File: src/rtl/b64enc_pkg.sv
// Package with the shared types, constants and alphabet lookup of the base64 encoder.
`default_nettype none

package b64enc_pkg;

    // ASCII codes used by the alphabet and the padding.
    localparam logic [7:0] CHAR_UPPER_A = 8'd65;
    localparam logic [7:0] CHAR_LOWER_A = 8'd97;
    localparam logic [7:0] CHAR_ZERO    = 8'd48;
    localparam logic [7:0] CHAR_PLUS    = 8'd43;
    localparam logic [7:0] CHAR_SLASH   = 8'd47;
    localparam logic [7:0] CHAR_PAD     = 8'd61;

    // Number of bytes held in a group.
    localparam logic [1:0] HELD_ONE   = 2'd1;
    localparam logic [1:0] HELD_TWO   = 2'd2;
    localparam logic [1:0] HELD_THREE = 2'd3;

    // One finished group as it travels from the front to the back.
    typedef struct packed {
        logic [23:0] word;  // first byte in bits 23..16
        logic [1:0]  held;  // bytes of real data in the group
        logic        fin;   // group closes the message
    } t_group;

    // Maps a 6-bit index onto the standard alphabet.
    function automatic logic [7:0] alpha(input logic [5:0] idx);
        logic [7:0] wide;
        wide = {2'b00, idx};
        if (idx < 6'd26) begin
            alpha = CHAR_UPPER_A + wide;
        end else if (idx < 6'd52) begin
            alpha = CHAR_LOWER_A + wide - 8'd26;
        end else if (idx < 6'd62) begin
            alpha = CHAR_ZERO + wide - 8'd52;
        end else if (idx == 6'd62) begin
            alpha = CHAR_PLUS;
        end else begin
            alpha = CHAR_SLASH;
        end
    endfunction

endpackage

`default_nettype wire

File: src/rtl/b64enc_front.sv
// Front end: accepts message bytes and gathers them into 24-bit groups.
`default_nettype none

module b64enc_front (
    input  wire logic              i_clk,
    input  wire logic              i_rst_n,
    input  wire logic              i_s_tvalid,
    output logic                   o_s_tready,
    input  wire logic [7:0]        i_s_tdata,
    input  wire logic              i_s_tlast,
    input  wire logic              i_full,
    output logic                   o_push,
    output b64enc_pkg::t_group     o_group
);
    import b64enc_pkg::*;

    logic [1:0]  r_pos;
    logic [15:0] r_pend;
    logic [1:0]  n_pos;
    logic [15:0] n_pend;
    logic [23:0] word;
    logic [1:0]  held;
    logic        accept;

    assign o_s_tready = !i_full;
    assign accept     = i_s_tvalid && !i_full;

    // Place the new byte behind the held ones; position three counts as a new group.
    always_comb begin
        case (r_pos)
            2'd2: begin
                word = {r_pend, i_s_tdata};
                held = HELD_THREE;
            end
            2'd1: begin
                word = {r_pend[15:8], i_s_tdata, 8'h00};
                held = HELD_TWO;
            end
            default: begin
                word = {i_s_tdata, 16'h0000};
                held = HELD_ONE;
            end
        endcase
    end

    // A full group or a final byte sends the group to the queue.
    assign o_push        = accept && ((held == HELD_THREE) || i_s_tlast);
    assign o_group.word  = word;
    assign o_group.held  = held;
    assign o_group.fin   = i_s_tlast;

    // Next values of the gathering state.
    always_comb begin
        n_pos  = r_pos;
        n_pend = r_pend;
        if (o_push) begin
            n_pos  = 2'd0;
            n_pend = 16'h0000;
        end else if (accept) begin
            n_pos = held;
            if (held == HELD_ONE) begin
                n_pend = {i_s_tdata, 8'h00};
            end else begin
                n_pend = {r_pend[15:8], i_s_tdata};
            end
        end
    end

    always_ff @(posedge i_clk) begin
        if (!i_rst_n) begin
            r_pos  <= 2'd0;
            r_pend <= 16'h0000;
        end else begin
            r_pos  <= n_pos;
            r_pend <= n_pend;
        end
    end

endmodule

`default_nettype wire

File: src/rtl/b64enc_queue.sv
// Two-entry queue of finished groups between the front and the back.
`default_nettype none

module b64enc_queue (
    input  wire logic              i_clk,
    input  wire logic              i_rst_n,
    input  wire logic              i_push,
    input  wire b64enc_pkg::t_group i_group,
    output logic                   o_full,
    output logic                   o_valid,
    output b64enc_pkg::t_group     o_group,
    input  wire logic              i_pop
);
    import b64enc_pkg::*;

    t_group      r_mem [0:1];
    logic        r_wr_ptr;
    logic        r_rd_ptr;
    logic [1:0]  r_count;
    logic [1:0]  n_count;

    assign o_full  = (r_count == 2'd2);
    assign o_valid = (r_count != 2'd0);
    assign o_group = r_mem[r_rd_ptr];

    // Occupancy follows pushes and pops.
    always_comb begin
        n_count = r_count + {1'b0, i_push} - {1'b0, i_pop};
    end

    always_ff @(posedge i_clk) begin
        if (!i_rst_n) begin
            r_wr_ptr <= 1'b0;
            r_rd_ptr <= 1'b0;
            r_count  <= 2'd0;
        end else begin
            r_count <= n_count;
            if (i_push) begin
                r_wr_ptr <= !r_wr_ptr;
            end
            if (i_pop) begin
                r_rd_ptr <= !r_rd_ptr;
            end
        end
    end

    // Entry storage needs no reset.
    always_ff @(posedge i_clk) begin
        if (i_push) begin
            r_mem[r_wr_ptr] <= i_group;
        end
    end

    // The front never pushes into a full queue and the back never pops an empty one.
    a_no_overflow: assert property (@(posedge i_clk) disable iff (!i_rst_n)
        i_push |-> !o_full)
        else $error("group pushed into a full queue");
    a_no_underflow: assert property (@(posedge i_clk) disable iff (!i_rst_n)
        i_pop |-> o_valid)
        else $error("group popped from an empty queue");
    a_count_range: assert property (@(posedge i_clk) disable iff (!i_rst_n)
        r_count != 2'd3)
        else $error("queue occupancy out of range");

endmodule

`default_nettype wire

File: src/rtl/b64enc_back.sv
// Back end: turns each queued group into four characters, one per unstalled cycle.
`default_nettype none

module b64enc_back (
    input  wire logic              i_clk,
    input  wire logic              i_rst_n,
    input  wire logic              i_valid,
    input  wire b64enc_pkg::t_group i_group,
    output logic                   o_pop,
    output logic                   o_m_tvalid,
    input  wire logic              i_m_tready,
    output logic [7:0]             o_m_tdata,
    output logic                   o_m_tlast
);
    import b64enc_pkg::*;

    t_group      r_work;
    logic        r_busy;
    logic [1:0]  r_idx;
    logic        r_out_valid;
    logic [7:0]  r_char;
    logic        r_eot;
    logic        can_load;
    logic [7:0]  char_sel;
    logic        eot_sel;

    assign can_load = !r_out_valid || i_m_tready;
    assign o_pop    = i_valid && (!r_busy || (can_load && (r_idx == 2'd3)));

    // Character for the current slot of the group, with padding for missing bytes.
    always_comb begin
        eot_sel = 1'b0;
        case (r_idx)
            2'd0: char_sel = alpha(r_work.word[23:18]);
            2'd1: char_sel = alpha(r_work.word[17:12]);
            2'd2: char_sel = (r_work.held >= HELD_TWO) ? alpha(r_work.word[11:6]) : CHAR_PAD;
            2'd3: begin
                char_sel = (r_work.held == HELD_THREE) ? alpha(r_work.word[5:0]) : CHAR_PAD;
                eot_sel  = r_work.fin;
            end
            default: char_sel = CHAR_PAD;
        endcase
    end

    // Control: step through the slots while the output register has room.
    always_ff @(posedge i_clk) begin
        if (!i_rst_n) begin
            r_busy      <= 1'b0;
            r_idx       <= 2'd0;
            r_out_valid <= 1'b0;
        end else begin
            if (can_load) begin
                r_out_valid <= r_busy;
                if (r_busy) begin
                    r_idx <= r_idx + 2'd1;
                    if (r_idx == 2'd3) begin
                        r_busy <= 1'b0;
                    end
                end
            end
            if (o_pop) begin
                r_busy <= 1'b1;
                r_idx  <= 2'd0;
            end
        end
    end

    // Payload registers.
    always_ff @(posedge i_clk) begin
        if (o_pop) begin
            r_work <= i_group;
        end
        if (can_load && r_busy) begin
            r_char <= char_sel;
            r_eot  <= eot_sel;
        end
    end

    assign o_m_tvalid = r_out_valid;
    assign o_m_tdata  = r_char;
    assign o_m_tlast  = r_eot;

endmodule

`default_nettype wire

File: src/rtl/base64_stream_encoder_top.sv
// Top level of the streaming base64 encoder.
//
//  channel | dir | tdata                | tlast          | tuser
//  s_*     | in  | [7:0] data_byte      | final_byte     | -
//  m_*     | out | [7:0] code_char      | end_of_text    | -
//
// The front stalls only while the group queue is full.
// Each group leaves the back as four characters at one per cycle while the output
// is ready, so a long message is paced by the single character output register.
// A byte that closes a group passes through the group queue and the back's work register
// before the character output register shows its first character.
// Reset is synchronous and active low and empties the queue and all control state.
// A stalled output holds its character while the front keeps filling the queue.
`default_nettype none

module base64_stream_encoder_top (
    input  wire logic       i_clk,
    input  wire logic       i_rst_n,
    input  wire logic       i_s_tvalid,
    output logic            o_s_tready,
    input  wire logic [7:0] i_s_tdata,   // [7:0] data_byte
    input  wire logic       i_s_tlast,
    output logic            o_m_tvalid,
    input  wire logic       i_m_tready,
    output logic [7:0]      o_m_tdata,   // [7:0] code_char
    output logic            o_m_tlast
);
    import b64enc_pkg::*;

    logic   push;
    logic   full;
    logic   q_valid;
    logic   pop;
    t_group front_group;
    t_group queue_group;

    b64enc_front u_front (
        .i_clk      (i_clk),
        .i_rst_n    (i_rst_n),
        .i_s_tvalid (i_s_tvalid),
        .o_s_tready (o_s_tready),
        .i_s_tdata  (i_s_tdata),
        .i_s_tlast  (i_s_tlast),
        .i_full     (full),
        .o_push     (push),
        .o_group    (front_group)
    );

    b64enc_queue u_queue (
        .i_clk   (i_clk),
        .i_rst_n (i_rst_n),
        .i_push  (push),
        .i_group (front_group),
        .o_full  (full),
        .o_valid (q_valid),
        .o_group (queue_group),
        .i_pop   (pop)
    );

    b64enc_back u_back (
        .i_clk      (i_clk),
        .i_rst_n    (i_rst_n),
        .i_valid    (q_valid),
        .i_group    (queue_group),
        .o_pop      (pop),
        .o_m_tvalid (o_m_tvalid),
        .i_m_tready (i_m_tready),
        .o_m_tdata  (o_m_tdata),
        .o_m_tlast  (o_m_tlast)
    );

endmodule

`default_nettype wire
File: config.mk
export PLATFORM = sky130hd
export DESIGN_NAME = base64_stream_encoder_top
export DESIGN_NICKNAME = d
export VERILOG_FILES = /design/src/rtl/b64enc_pkg.sv /design/src/rtl/b64enc_front.sv /design/src/rtl/b64enc_queue.sv /design/src/rtl/b64enc_back.sv /design/src/rtl/base64_stream_encoder_top.sv
export SDC_FILE = /design/constraint.sdc
export NUM_CORES = 1
export LEC_CHECK = 0
export BUFFER_PORTS_ARGS = -buffer_cell sky130_fd_sc_hd__buf_4
export CAP_MARGIN = 5
export CORE_ASPECT_RATIO = 0.8
export CORE_UTILIZATION = 62
export DETAILED_ROUTE_END_ITERATION = 7
export GPL_TIMING_DRIVEN = 1
export PLACE_DENSITY_LB_ADDON = 0.12
export SLEW_MARGIN = 20
export SYNTH_ARGS = -nofsm -noshare
export SYNTH_HDL_FRONTEND = slang
export SYNTH_HIERARCHICAL = 1
export SYNTH_SLANG_ARGS = --single-unit
File: constraint.sdc
create_clock -name i_clk -period 3 [get_ports i_clk]
set_input_delay 0.3 -clock i_clk [delete_from_list [all_inputs] [get_ports i_clk]]
set_output_delay 0.3 -clock i_clk [all_outputs]
set_load 0.02 [all_outputs]
==> impl_results.md, run 1 <==
* Clk pin slew, worst setup/hold paths at around 0.06 ns
* WL met1 at about 6100 microns
* GRT Total Usage at 0.268
* Cells after synthesis at around 570
* Pwr dens at around 1000 nW/um^2
* Met3 WL at around 760 microns
* GRT overflow at 0
* Critical path type: reg2reg
* Most frequent cell after synthesis: edfxtp_1
* Initial core utilization at 0.650
* Worst hold path depth at 1
* Total leakage power at between 2 and 3 nW
* Via Count at about 4400
* Clk sinks at between 100 and 150
* CTS root buf: clkbuf_16
* Post-CTS Hold Buffers at 0
* Die ar. at 10700 sq um
* First-pass GRT wire length at ~22000 microns
* Synth cell types at 70
* Synth Register Bits at between 100 and 150
* Worst R2R Setup Slack at 0.69 ns
* Largest net degree at the start of global routing at 30
* Skew final at 0.00696 ns
* Hold Path End: u_queue/r_mem[0][0]$_DFFE_PP_
* RR Startpoint: u_back/r_work[11]$_DFFE_PP_
* Row Count at 32
* Multi-input logic area at 2760 sq um
* VDD IR max at 606 uV
* CP Data Arrival Time at between 2 and 2.5 ns
* Worst R2R Path Depth at 7
* Nets@finish at slightly above 600
* Total CTS buffers at 17
* Area Overhead vs Synth at 12.0%
* Ys async rst share at 0
* CP Max Fanout at 10
* Fmax at around 430 MHz
* Mean Syn Cell Area at 11.3 sq um
* Clk_lat worst skew at slightly above 0.4 ns
* Nature of the critical path endpoint: flop
* Met2 WL at 6150 microns
* ANT cells at 0
* Die X at about 120 microns
* Share of layout cells above drive strength 1 at 0.187
* Dpl hpwl at 9030 microns
* Syn nets at roughly 610
* Unrepaired setup endpoints after global routing: false
* Synth Warn # at 6
* Drt via density at between 6 and 7
* Antenna violations before repair at 0
* DRC errors left at 0
* IO Count at 24
* Number of global-route vias before repair at 4198
* R2r endpoint: u_back/o_m_tdata[0]$_DFFE_PP_
* Register area share after synthesis at 0.506
* Port bufs at 23
* Fill cells at ~680
* CORE AREA at ~9800 sq um
* RD Place Congestion at roughly 0.83
* Post-DR wirelength/cell at 18.2 microns
* Slew margin rel. at 0.563
* Slew @ Worst Pin at ~0.66 ns
* Min-Delay Startpoint: i_s_tlast
* Antenna Nets Post-Route at 0
* Post-synth top cells: edfxtp_1 (90), nand2_1 (56), inv_1 (34)
* Vert. Die Dim at approximately 93 microns
* 1st-pass router iterations at 5
* Cell taking the most area after synthesis: edfxtp_1
* Total routed wirelength at around 13000 microns
* Core Util, Final at 0.728
* Startpoint types: flop
* Synth top area share at 0.422
* Final period util at 0.771
* Htree depth at 4
* DR top layer: met4
* Final Hold Viols at 0
* Number of max-cap violations at 0
* TNS Setup at 0 ns
* TritonCTS clock tree: done
* Final Max Slew Viols at 0
* Synth Cell Area at roughly 6400 sq um
* CP required at approximately 3.1 ns
* Post-synth EDFFs at 90
* Min cycle time layout at between 2 and 2.5 ns
* Cts repair resizes at 0
* HP Class: in2reg
* Post-CTS setup buffer count at 0
* Outcome: finished clean
* Clock buffer depth at 2
* Top post-synthesis cells by area: edfxtp_1 (42%), dfxtp_1 (8.4%), ha_1 (5.5%)
* Iteration-0 DRC Markers at approximately 490
* Seq. cell area at between 3000 and 4000 sq um
* Main synth FF type: edfxtp_1
* Setup Viol. Count Final at 0
-- metal layers --
layer	vias to the layer above	global-route usage
met5	-	0
met4	0	0.108
met3	22	0.0550
met2	195	0.413
met1	2109	0.371
li1	2116	-
-- logic make-up after synthesis --
| kind of cell | after synthesis | share of synthesized area |
|---|---|---|
| simple gates | 170 | 0.134 |
| flops | 117 | 0.506 |
| xor+xnor | 12 | 0.0186 |
| fa+ha+maj | 28 | 0.0547 |
| compound gates | 139 | 0.156 |
| mux | 32 | 0.0674 |
| buf+inv | 70 | 0.0629 |
-- worst max path at each step --
stage                                  from                             to  cells after the start
6_report        u_back/r_work[11]$_DFFE_PP_  u_back/o_m_tdata[0]$_DFFE_PP_                      7
5_1_grt         u_back/r_work[11]$_DFFE_PP_  u_back/o_m_tdata[0]$_DFFE_PP_                      7
4_1_cts         u_back/r_work[17]$_DFFE_PP_  u_back/o_m_tdata[1]$_DFFE_PP_                      6
3_5_place_dp    u_back/r_work[17]$_DFFE_PP_  u_back/o_m_tdata[1]$_DFFE_PP_                      6
3_3_place_gp    u_back/r_work[11]$_DFFE_PP_  u_back/o_m_tdata[0]$_DFFE_PP_                      7
2_1_floorplan  u_back/r_idx[1]$_SDFFE_PP0P_  u_queue/r_count[1]$_SDFF_PN0_                     10
-- power breakdown --
| part | switching, mW | internal [mW] | leakage, nW |
|---|---|---|---|
| combinational | 1.35 | 1.02 | 1.32 |
| clock | 0.743 | 1.49 | 0.315 |
| sequential | 0.343 | 2.20 | 1.09 |
-- metrics by stage --
step	cells	area [sq um]	total power [mW]	hold WS (ns)	setup slack (ns)
floorplan	568	6410	4.43	0.418	0.235
global placement	698	6520	4.84	0.445	0.708
detailed placement	698	6520	4.89	0.448	0.708
CTS	730	7170	7.14	0.0715	0.707
global route	730	7170	7.51	0.0760	0.538
finish	730	7170	7.14	0.0851	0.686
-- flip-flops by register name, indices dropped and copies added, names as in the netlist, 2 cells and up, named ones only --
signal            cells
u_back/r_idx          2
u_back/r_work        27
u_front/r_pend       16
u_back/o_m_tdata      8
u_front/r_pos         2
u_queue/r_mem        54
u_queue/r_count       2
-- cell usage in the layout (no fill, tap or decap), drive strengths merged, types with 4 or more instances in the layout --
master,count
a211o,6
a211oi,5
a21o,4
a21oi,34
a22oi,11
a31oi,5
and2,16
and3,4
and3b,5
buf,28
bufinv,5
clkbuf,18
clkinv,4
dfxtp,27
edfxtp,90
ha,28
inv,40
mux2,29
nand2,56
nand2b,4
nand3,27
nand4,4
nor2,24
nor2b,10
nor3,6
o2111ai,6
o211ai,6
o21a,6
o21ai,27
o311a,4
or3,4
xnor2,8
-- critical path, stage by stage (launching register included) --
cell	delay, ns
edfxtp_1	0.51
inv_1	0.11
ha_1	0.27
and3b_1	0.42
and3_1	0.20
o21ai_0	0.08
a222oi_1	0.35
o21ai_1	0.09
-- cell type report --
cell class                      instances  area share
Inverter                               36      0.0188
Sequential cell                       117       0.452
Tap cell                              136      0.0237
Multi-Input combinational cell        381       0.385
Clock buffer                           18      0.0598
Clock inverter                         14      0.0309
Timing Repair Buffer                   28      0.0293
No activity file was read; power rests on OpenSTA's default activity.
==> run 2: changes to the inputs <==
--- a/config.mk
+++ b/config.mk
@@ -5,10 +5,11 @@
 export SDC_FILE = /design/constraint.sdc
 export NUM_CORES = 1
 export LEC_CHECK = 0
+export ABC_AREA = 1
 export BUFFER_PORTS_ARGS = -buffer_cell sky130_fd_sc_hd__buf_4
 export CAP_MARGIN = 5
 export CORE_ASPECT_RATIO = 0.8
-export CORE_UTILIZATION = 62
+export CORE_UTILIZATION = 56
 export DETAILED_ROUTE_END_ITERATION = 7
 export GPL_TIMING_DRIVEN = 1
 export PLACE_DENSITY_LB_ADDON = 0.12
==> constraint.sdc (replaced) <==
create_clock -name i_clk -period 2.1 [get_ports i_clk]
set_input_delay 0.21 -clock i_clk [delete_from_list [all_inputs] [get_ports i_clk]]
set_output_delay 0.21 -clock i_clk [all_outputs]
set_load 0.02 [all_outputs]
==> run 2 against run 1 <==
Effect of this change:
- sequential share of layout area down 2.2 points
- clock power up 20%
- clock skew up 0.0044 ns
==> impl_results.md, run 2 <==
* Outcome: finished clean
* Antenna Nets Post-Route at 0
* Clk sinks at between 100 and 150
* Share of layout cells above drive strength 1 at 0.159
* Vert. Die Dim at roughly 99 microns
* Most frequent cell after synthesis: nand2_1
* Sw Share at 0.392
* Unrepaired setup endpoints after global routing: false
* Final instance area at approximately 7500 sq um
* ANT cells at 0
* Flip-flop count of the largest register after layout at 54
* CP Data Arrival Time at ~2.1 ns
* Pwr dens at 1380 nW/um^2
* Post-synth top cells: nand2_1 (158), inv_1 (107), edfxtp_1 (90)
* Reg with most FFs: u_queue/r_mem
* Synth Warn # at 6
* 1st-pass router iterations at 4
* Initial core utilization at 0.575
* Area after DPL at just under 7000 sq um
* Dpl hpwl at ~10000 microns
* Setup Viol. Count Final at 0
* IO Count at 24
* Number of global-route vias before repair at 4700
* Port bufs at 23
* Final Max Slew Viols at 0
* Commonest non-fill, non-tap cells in the layout: nand2_1 (158), inv_1 (107), edfxtp_1 (90), nor2_1 (85), nand3_1 (67)
* Most common cell after layout, fill and taps aside: nand2_1
* Clk pin slew, worst setup/hold paths at 0.06 ns
* CP required at roughly 2.3 ns
* Final period util at 0.930
* Critical path type: reg2reg
* Total CTS buffers at 17
* Sequential fraction of design power at 0.342
* CTS root buf: clkbuf_16
* Antenna violations before repair at 0
* Clk_lat worst skew at 0.42 ns
* RD Place Congestion at between 0.9 and 1
* Total leakage power at between 3 and 4 nW
* Top post-synthesis cells by area: edfxtp_1 (41%), nand2_1 (9.0%), dfxtp_1 (8.2%)
* Int Pwr at ~6.3 mW
* Total routed wirelength at between 10000 and 15000 microns
* Cells after synthesis at around 730
* VDD IR max at around 710 uV
* Mean Syn Cell Area at between 9 and 10 sq um
* Min cycle time layout at 1.95 ns
* Post-DR wirelength/cell at 14.8 microns
* CP Max Fanout at 6
* Main synth FF type: edfxtp_1
* TritonCTS clock tree: done
* First-pass GRT wire length at ~23000 microns
* Die X at 123 microns
* Skew final at about 0.011 ns
* Min-Delay Startpoint: i_s_tlast
* RR Startpoint: u_back/r_work[18]$_DFFE_PP_
* Switching power at between 4 and 5 mW
* Nature of the critical path endpoint: flop
* Synth cell types at 35
* Combinational share of power at 0.399
* Clock buffer depth at 2
* Synth Register Bits at approximately 120
* CORE AREA at 11500 sq um
* Die ar. at 12200 sq um
* Post-CTS Hold Buffers at 0
* Drt via density at approximately 5.3
* Area Overhead vs Synth at 14.3%
* Row Count at 35
* Nets@finish at 819
* Crit path from: u_back/r_work[18]$_DFFE_PP_
* Number of max-cap violations at 0
* Startpoint types: flop
* HP Class: in2reg
* TNS Setup at 0 ns
* Clock power frac at 0.259
* Largest net degree at the start of global routing at 35
* Fmax at a little over 500 MHz
* Synth Cell Area at roughly 6600 sq um
* DRC errors left at 0
* Register area share after synthesis at 0.492
* Top flop regs: u_queue/r_mem: 54 flops, u_back/r_work: 27 flops, u_front/r_pend: 16 flops
* Via Count at 5022
* Cell taking the most area after synthesis: edfxtp_1
* Synth top area share at 0.410
* Iteration-0 DRC Markers at 426
* Slew @ Worst Pin at a little over 0.5 ns
* GRT overflow at 0
* Ys async rst share at 0
* Total power at slightly above 10 mW
* Post-synth EDFFs at 90
* Final Hold Viols at 0
* Htree depth at 4
* Syn nets at 773
* Slew margin rel. at 0.652
* GRT Total Usage at 0.244
run 2: cell types whose count changed in the layout (fill, tap and decap cells not counted), sizes merged, moves of 10 or more:
| cell | delta |
|---|---|
| nand3 | +43 |
| o21ai | +11 |
| nor2b | -10 |
| nand2 | +106 |
| buf | +19 |
| nand4 | +10 |
| a22oi | -11 |
| nor2 | +69 |
| inv | +76 |
| and2 | -16 |
run 2: area by class of cell:
class,count,area (sq um)
well taps,148,185
clock buffers,18,439
repair buffers,47,378
clock inverters,14,119
fillers,931,3940
inverters,110,418
multi-input cells,485,2760
flip-flops and latches,117,3240
run 2: cell families (layout without fill, tap and decap cells):
family | Yosys count | count (layout) | share of synthesized area
xor+xnor | 8 | 8 | 0.0106
simple gates | 344 | 344 | 0.229
fa+ha+maj | 28 | 28 | 0.0531
buf+inv | 130 | 189 | 0.0928
mux | 27 | 27 | 0.0575
flops | 117 | 117 | 0.492
compound gates | 78 | 78 | 0.0649
run 2: power groups by stage:
stage          combinational [mW]  sequential [mW]  clock [mW]
3_5_place_dp                 4.05             3.59           0
4_1_cts                      4.07             3.54        2.73
3_3_place_gp                 4.03             3.57           0
5_1_grt                      4.60             3.61        2.81
6_report                     4.13             3.55        2.68
2_1_floorplan                3.03             3.62           0
run 2: metal layers:
layer | part of all wire | track usage
met3 | 0.047 | 0.0469
met5 | 0 | 0
met1 | 0.48 | 0.336
met2 | 0.46 | 0.373
met4 | 0.019 | 0.108
run 2: timing repair:
action / CTS / global route
setup buffers: 0 / 2
endpoints found under the setup margin: 0 / 2
gates resized for setup: 0 / 2
hold endpoints to repair: 0 / 0
run 2: metrics by stage:
step | setup WS, ns | hold slack [ns] | utilization | instances
global placement | 0.212 | 0.435 | 0.606 | 905
floorplan | 0.0149 | 0.303 | - | 732
global route | 0.00492 | 0.0147 | 0.657 | 939
CTS | 0.161 | 0.00574 | 0.655 | 937
detailed placement | 0.176 | 0.436 | 0.606 | 905
finish | 0.147 | 0.0251 | 0.657 | 939
run 2: worst max-delay path, cell delays in order (launching register included):
cell and delay (ns):
edfxtp_1 0.49, ha_1 0.26, inv_1 0.13, nand2_1 0.07, nand2_1 0.06, nand2_2 0.10
inv_1 0.15, nand2_1 0.07, nand3_1 0.08, nand3_1 0.07, nor2_1 0.15, nor2_1 0.06
run 2: final timing paths:
check	slack, ns	depth (start not counted)	to
min reg2reg	0.49	2	u_back/o_m_tvalid$_SDFFE_PN0N_
min	0.03	1	u_queue/r_mem[0][0]$_DFFE_PP_
max reg2reg	0.15	11	u_back/o_m_tdata[2]$_DFFE_PP_
max	0.15	11	u_back/o_m_tdata[2]$_DFFE_PP_
==> run 3: changes to the inputs <==
--- a/config.mk
+++ b/config.mk
@@ -9,7 +9,8 @@
 export BUFFER_PORTS_ARGS = -buffer_cell sky130_fd_sc_hd__buf_4
 export CAP_MARGIN = 5
 export CORE_ASPECT_RATIO = 0.8
-export CORE_UTILIZATION = 56
+export CORE_UTILIZATION = 58
+export CTS_BUF_LIST = sky130_fd_sc_hd__clkbuf_4 sky130_fd_sc_hd__clkbuf_8
 export DETAILED_ROUTE_END_ITERATION = 7
 export GPL_TIMING_DRIVEN = 1
 export PLACE_DENSITY_LB_ADDON = 0.12
==> run 3 against run 2 <==
Effect of this change:
- combinational power is 2% lower
- flip-flop and latch count did not move
- highest routed layer unchanged
- count of clock-buffer cells in the layout shrank 1
- critical endpoint is now u_back/o_m_tdata[4]$_DFFE_PP_
- via count barely moved
- maximum frequency grew 0.14%
- largest power group unchanged
- register-to-register slack barely moved
- cell count is 0.96% lower
- worst hold slack better by 0.050 ns
- non-clock buffer count is 5 lower
- sequential power increased by 1%
- critical path depth is 1 higher
- wire length is 0.60% lower
==> impl_results.md, run 3 (same netlist as run 2, synthesis figures left out) <==
* TNS Setup at 0 ns
* Number of global-route vias before repair at between 4000 and 5000
* Setup ws final at 0.150 ns
* Number of max-cap violations at 0
* RR Startpoint: u_back/r_work[5]$_DFFE_PP_
* Antenna violations before repair at 0
* Area Overhead vs Synth at 11.3%
* Die ar. at between 10000 and 15000 sq um
* Nets@finish at roughly 810
* Total leakage power at 3.20 nW
* Reg with most FFs: u_queue/r_mem
* Final Max Slew Viols at 0
* Drt via density at about 5.4
* CTS root buf: clkbuf_8
* Flip-flop count of the largest register after layout at 54
* Port bufs at 23
* Final instance area at ~7300 sq um
* VDD IR max at roughly 690 uV
* Most common cell after layout, fill and taps aside: nand2_1
* ANT cells at 0
* Share of layout cells above drive strength 1 at 0.155
* Crit path from: u_back/r_work[5]$_DFFE_PP_
* Setup Viol. Count Final at 0
* Clk_lat worst skew at 0.42 ns
* Skew final at about 0.015 ns
* CP required at around 2.3 ns
* IO Count at 24
* CP Data Arrival Time at 2.13 ns
* R2r endpoint: u_back/o_m_tdata[4]$_DFFE_PP_
* Commonest non-fill, non-tap cells in the layout: nand2_1 (157), inv_1 (105), edfxtp_1 (90), nor2_1 (86), nand3_1 (68)
* Final Hold Viols at 0
* Slew @ Worst Pin at around 0.52 ns
* TritonCTS clock tree: done
* Crit path to: u_back/o_m_tdata[4]$_DFFE_PP_
* Initial core utilization at 0.601
* Via Count at roughly 5000
* RD Place Congestion at ~0.9
* GRT overflow at 0
* Worst R2R Path Depth at 12
* Slew margin rel. at 0.650
* 1st-pass router iterations at 5
* Outcome: finished clean
* CORE AREA at between 10000 and 15000 sq um
* Worst slack at placement at between 0.15 and 0.2 ns
* Min cycle time layout at a little under 2 ns
* Iteration-0 DRC Markers at about 340
* Total routed wirelength at 13800 microns
* Antenna Nets Post-Route at 0
* Fmax at roughly 510 MHz
* First-pass GRT wire length at 22600 microns
* Critical path type: reg2reg
* Clk pin slew, worst setup/hold paths at roughly 0.080 ns
* Post-DR wirelength/cell at roughly 15 microns
* Row Count at 34
* Startpoint types: flop
* Worst R2R Setup Slack at 0.15 ns
* HP Class: in2reg
* Clock buffer depth at 2
* CP Max Fanout at 6
* GRT Total Usage at 0.248
* Clk sinks at approximately 120
* Top flop regs: u_queue/r_mem: 54 flops, u_back/r_work: 27 flops, u_front/r_pend: 16 flops
* Total CTS buffers at 17
* Unrepaired setup endpoints after global routing: false
* Final period util at 0.929
* Pwr dens at 1320 nW/um^2
* Die X at between 100 and 150 microns
* Largest net degree at the start of global routing at 35
* DRC errors left at 0
* Vert. Die Dim at between 90 and 100 microns
* Area after DPL at between 6000 and 7000 sq um
* Dpl hpwl at about 10000 microns
* Htree depth at 4
* Nature of the critical path endpoint: flop
[run 3: power by group]
group	switching, mW	leakage [nW]	internal (mW)
clock network	0.989	0.204	1.08
registers	0.401	1.07	3.20
logic	2.54	1.93	1.49
[run 3: layer usage]
layer,part of all wire,GRT usage
met1,0.46,0.337
met2,0.46,0.391
met3,0.060,0.0563
met4,0.016,0.0874
met5,0,0
[run 3: stage by stage]
step | cells | util | hold slack (ns) | power (mW)
floorplan | 732 | - | 0.303 | 6.64
global placement | 894 | 0.629 | 0.435 | 7.54
detailed placement | 894 | 0.629 | 0.440 | 7.59
CTS | 927 | 0.666 | 0.0468 | 9.68
global route | 930 | 0.669 | 0.0654 | 10.4
finish | 930 | 0.669 | 0.0748 | 9.70
[run 3: final cells by class]
class	instances	area, sq um
clock buffers	17	234
clock inverters	15	168
fillers	874	3640
inverters	110	418
multi-input cells	485	2750
flip-flops and latches	117	3240
well taps	144	180
repair buffers	42	343
[run 3: worst max-delay path, stage by stage (launching register included)]
cell	delay (ns)
edfxtp_1	0.40
buf_4	0.18
ha_1	0.22
inv_1	0.10
nand2_1	0.09
nand2_1	0.07
nand2_1	0.16
nand3_1	0.14
nand3_1	0.07
nand2_1	0.06
nand3_1	0.11
nand2_1	0.07
inv_1	0.03
[run 3: what timing repair did]
item / in CTS / in global routing
endpoints found under the setup margin: 0 / 5
hold buffers: 1 / 0
buffers inserted: 0 / 3
resized for setup: 0 / 4
endpoints found under the hold margin: 2 / 0
[run 3: how the worst min path moves through the flow]
stage / cells after the start / slack, ns / endpoint / start
after floorplan: 2 / 0.30 / u_queue/r_count[0]$_SDFF_PN0_ / i_rst_n
after global placement: 1 / 0.43 / u_queue/r_mem[0][0]$_DFFE_PP_ / i_s_tlast
after detailed placement: 1 / 0.44 / u_queue/r_mem[1][0]$_DFFE_PP_ / i_s_tlast
after CTS: 4 / 0.05 / u_back/o_m_tvalid$_SDFFE_PN0N_ / i_m_tready
after global routing: 4 / 0.07 / u_back/o_m_tvalid$_SDFFE_PN0N_ / i_m_tready
final: 4 / 0.07 / u_back/o_m_tvalid$_SDFFE_PN0N_ / i_m_tready
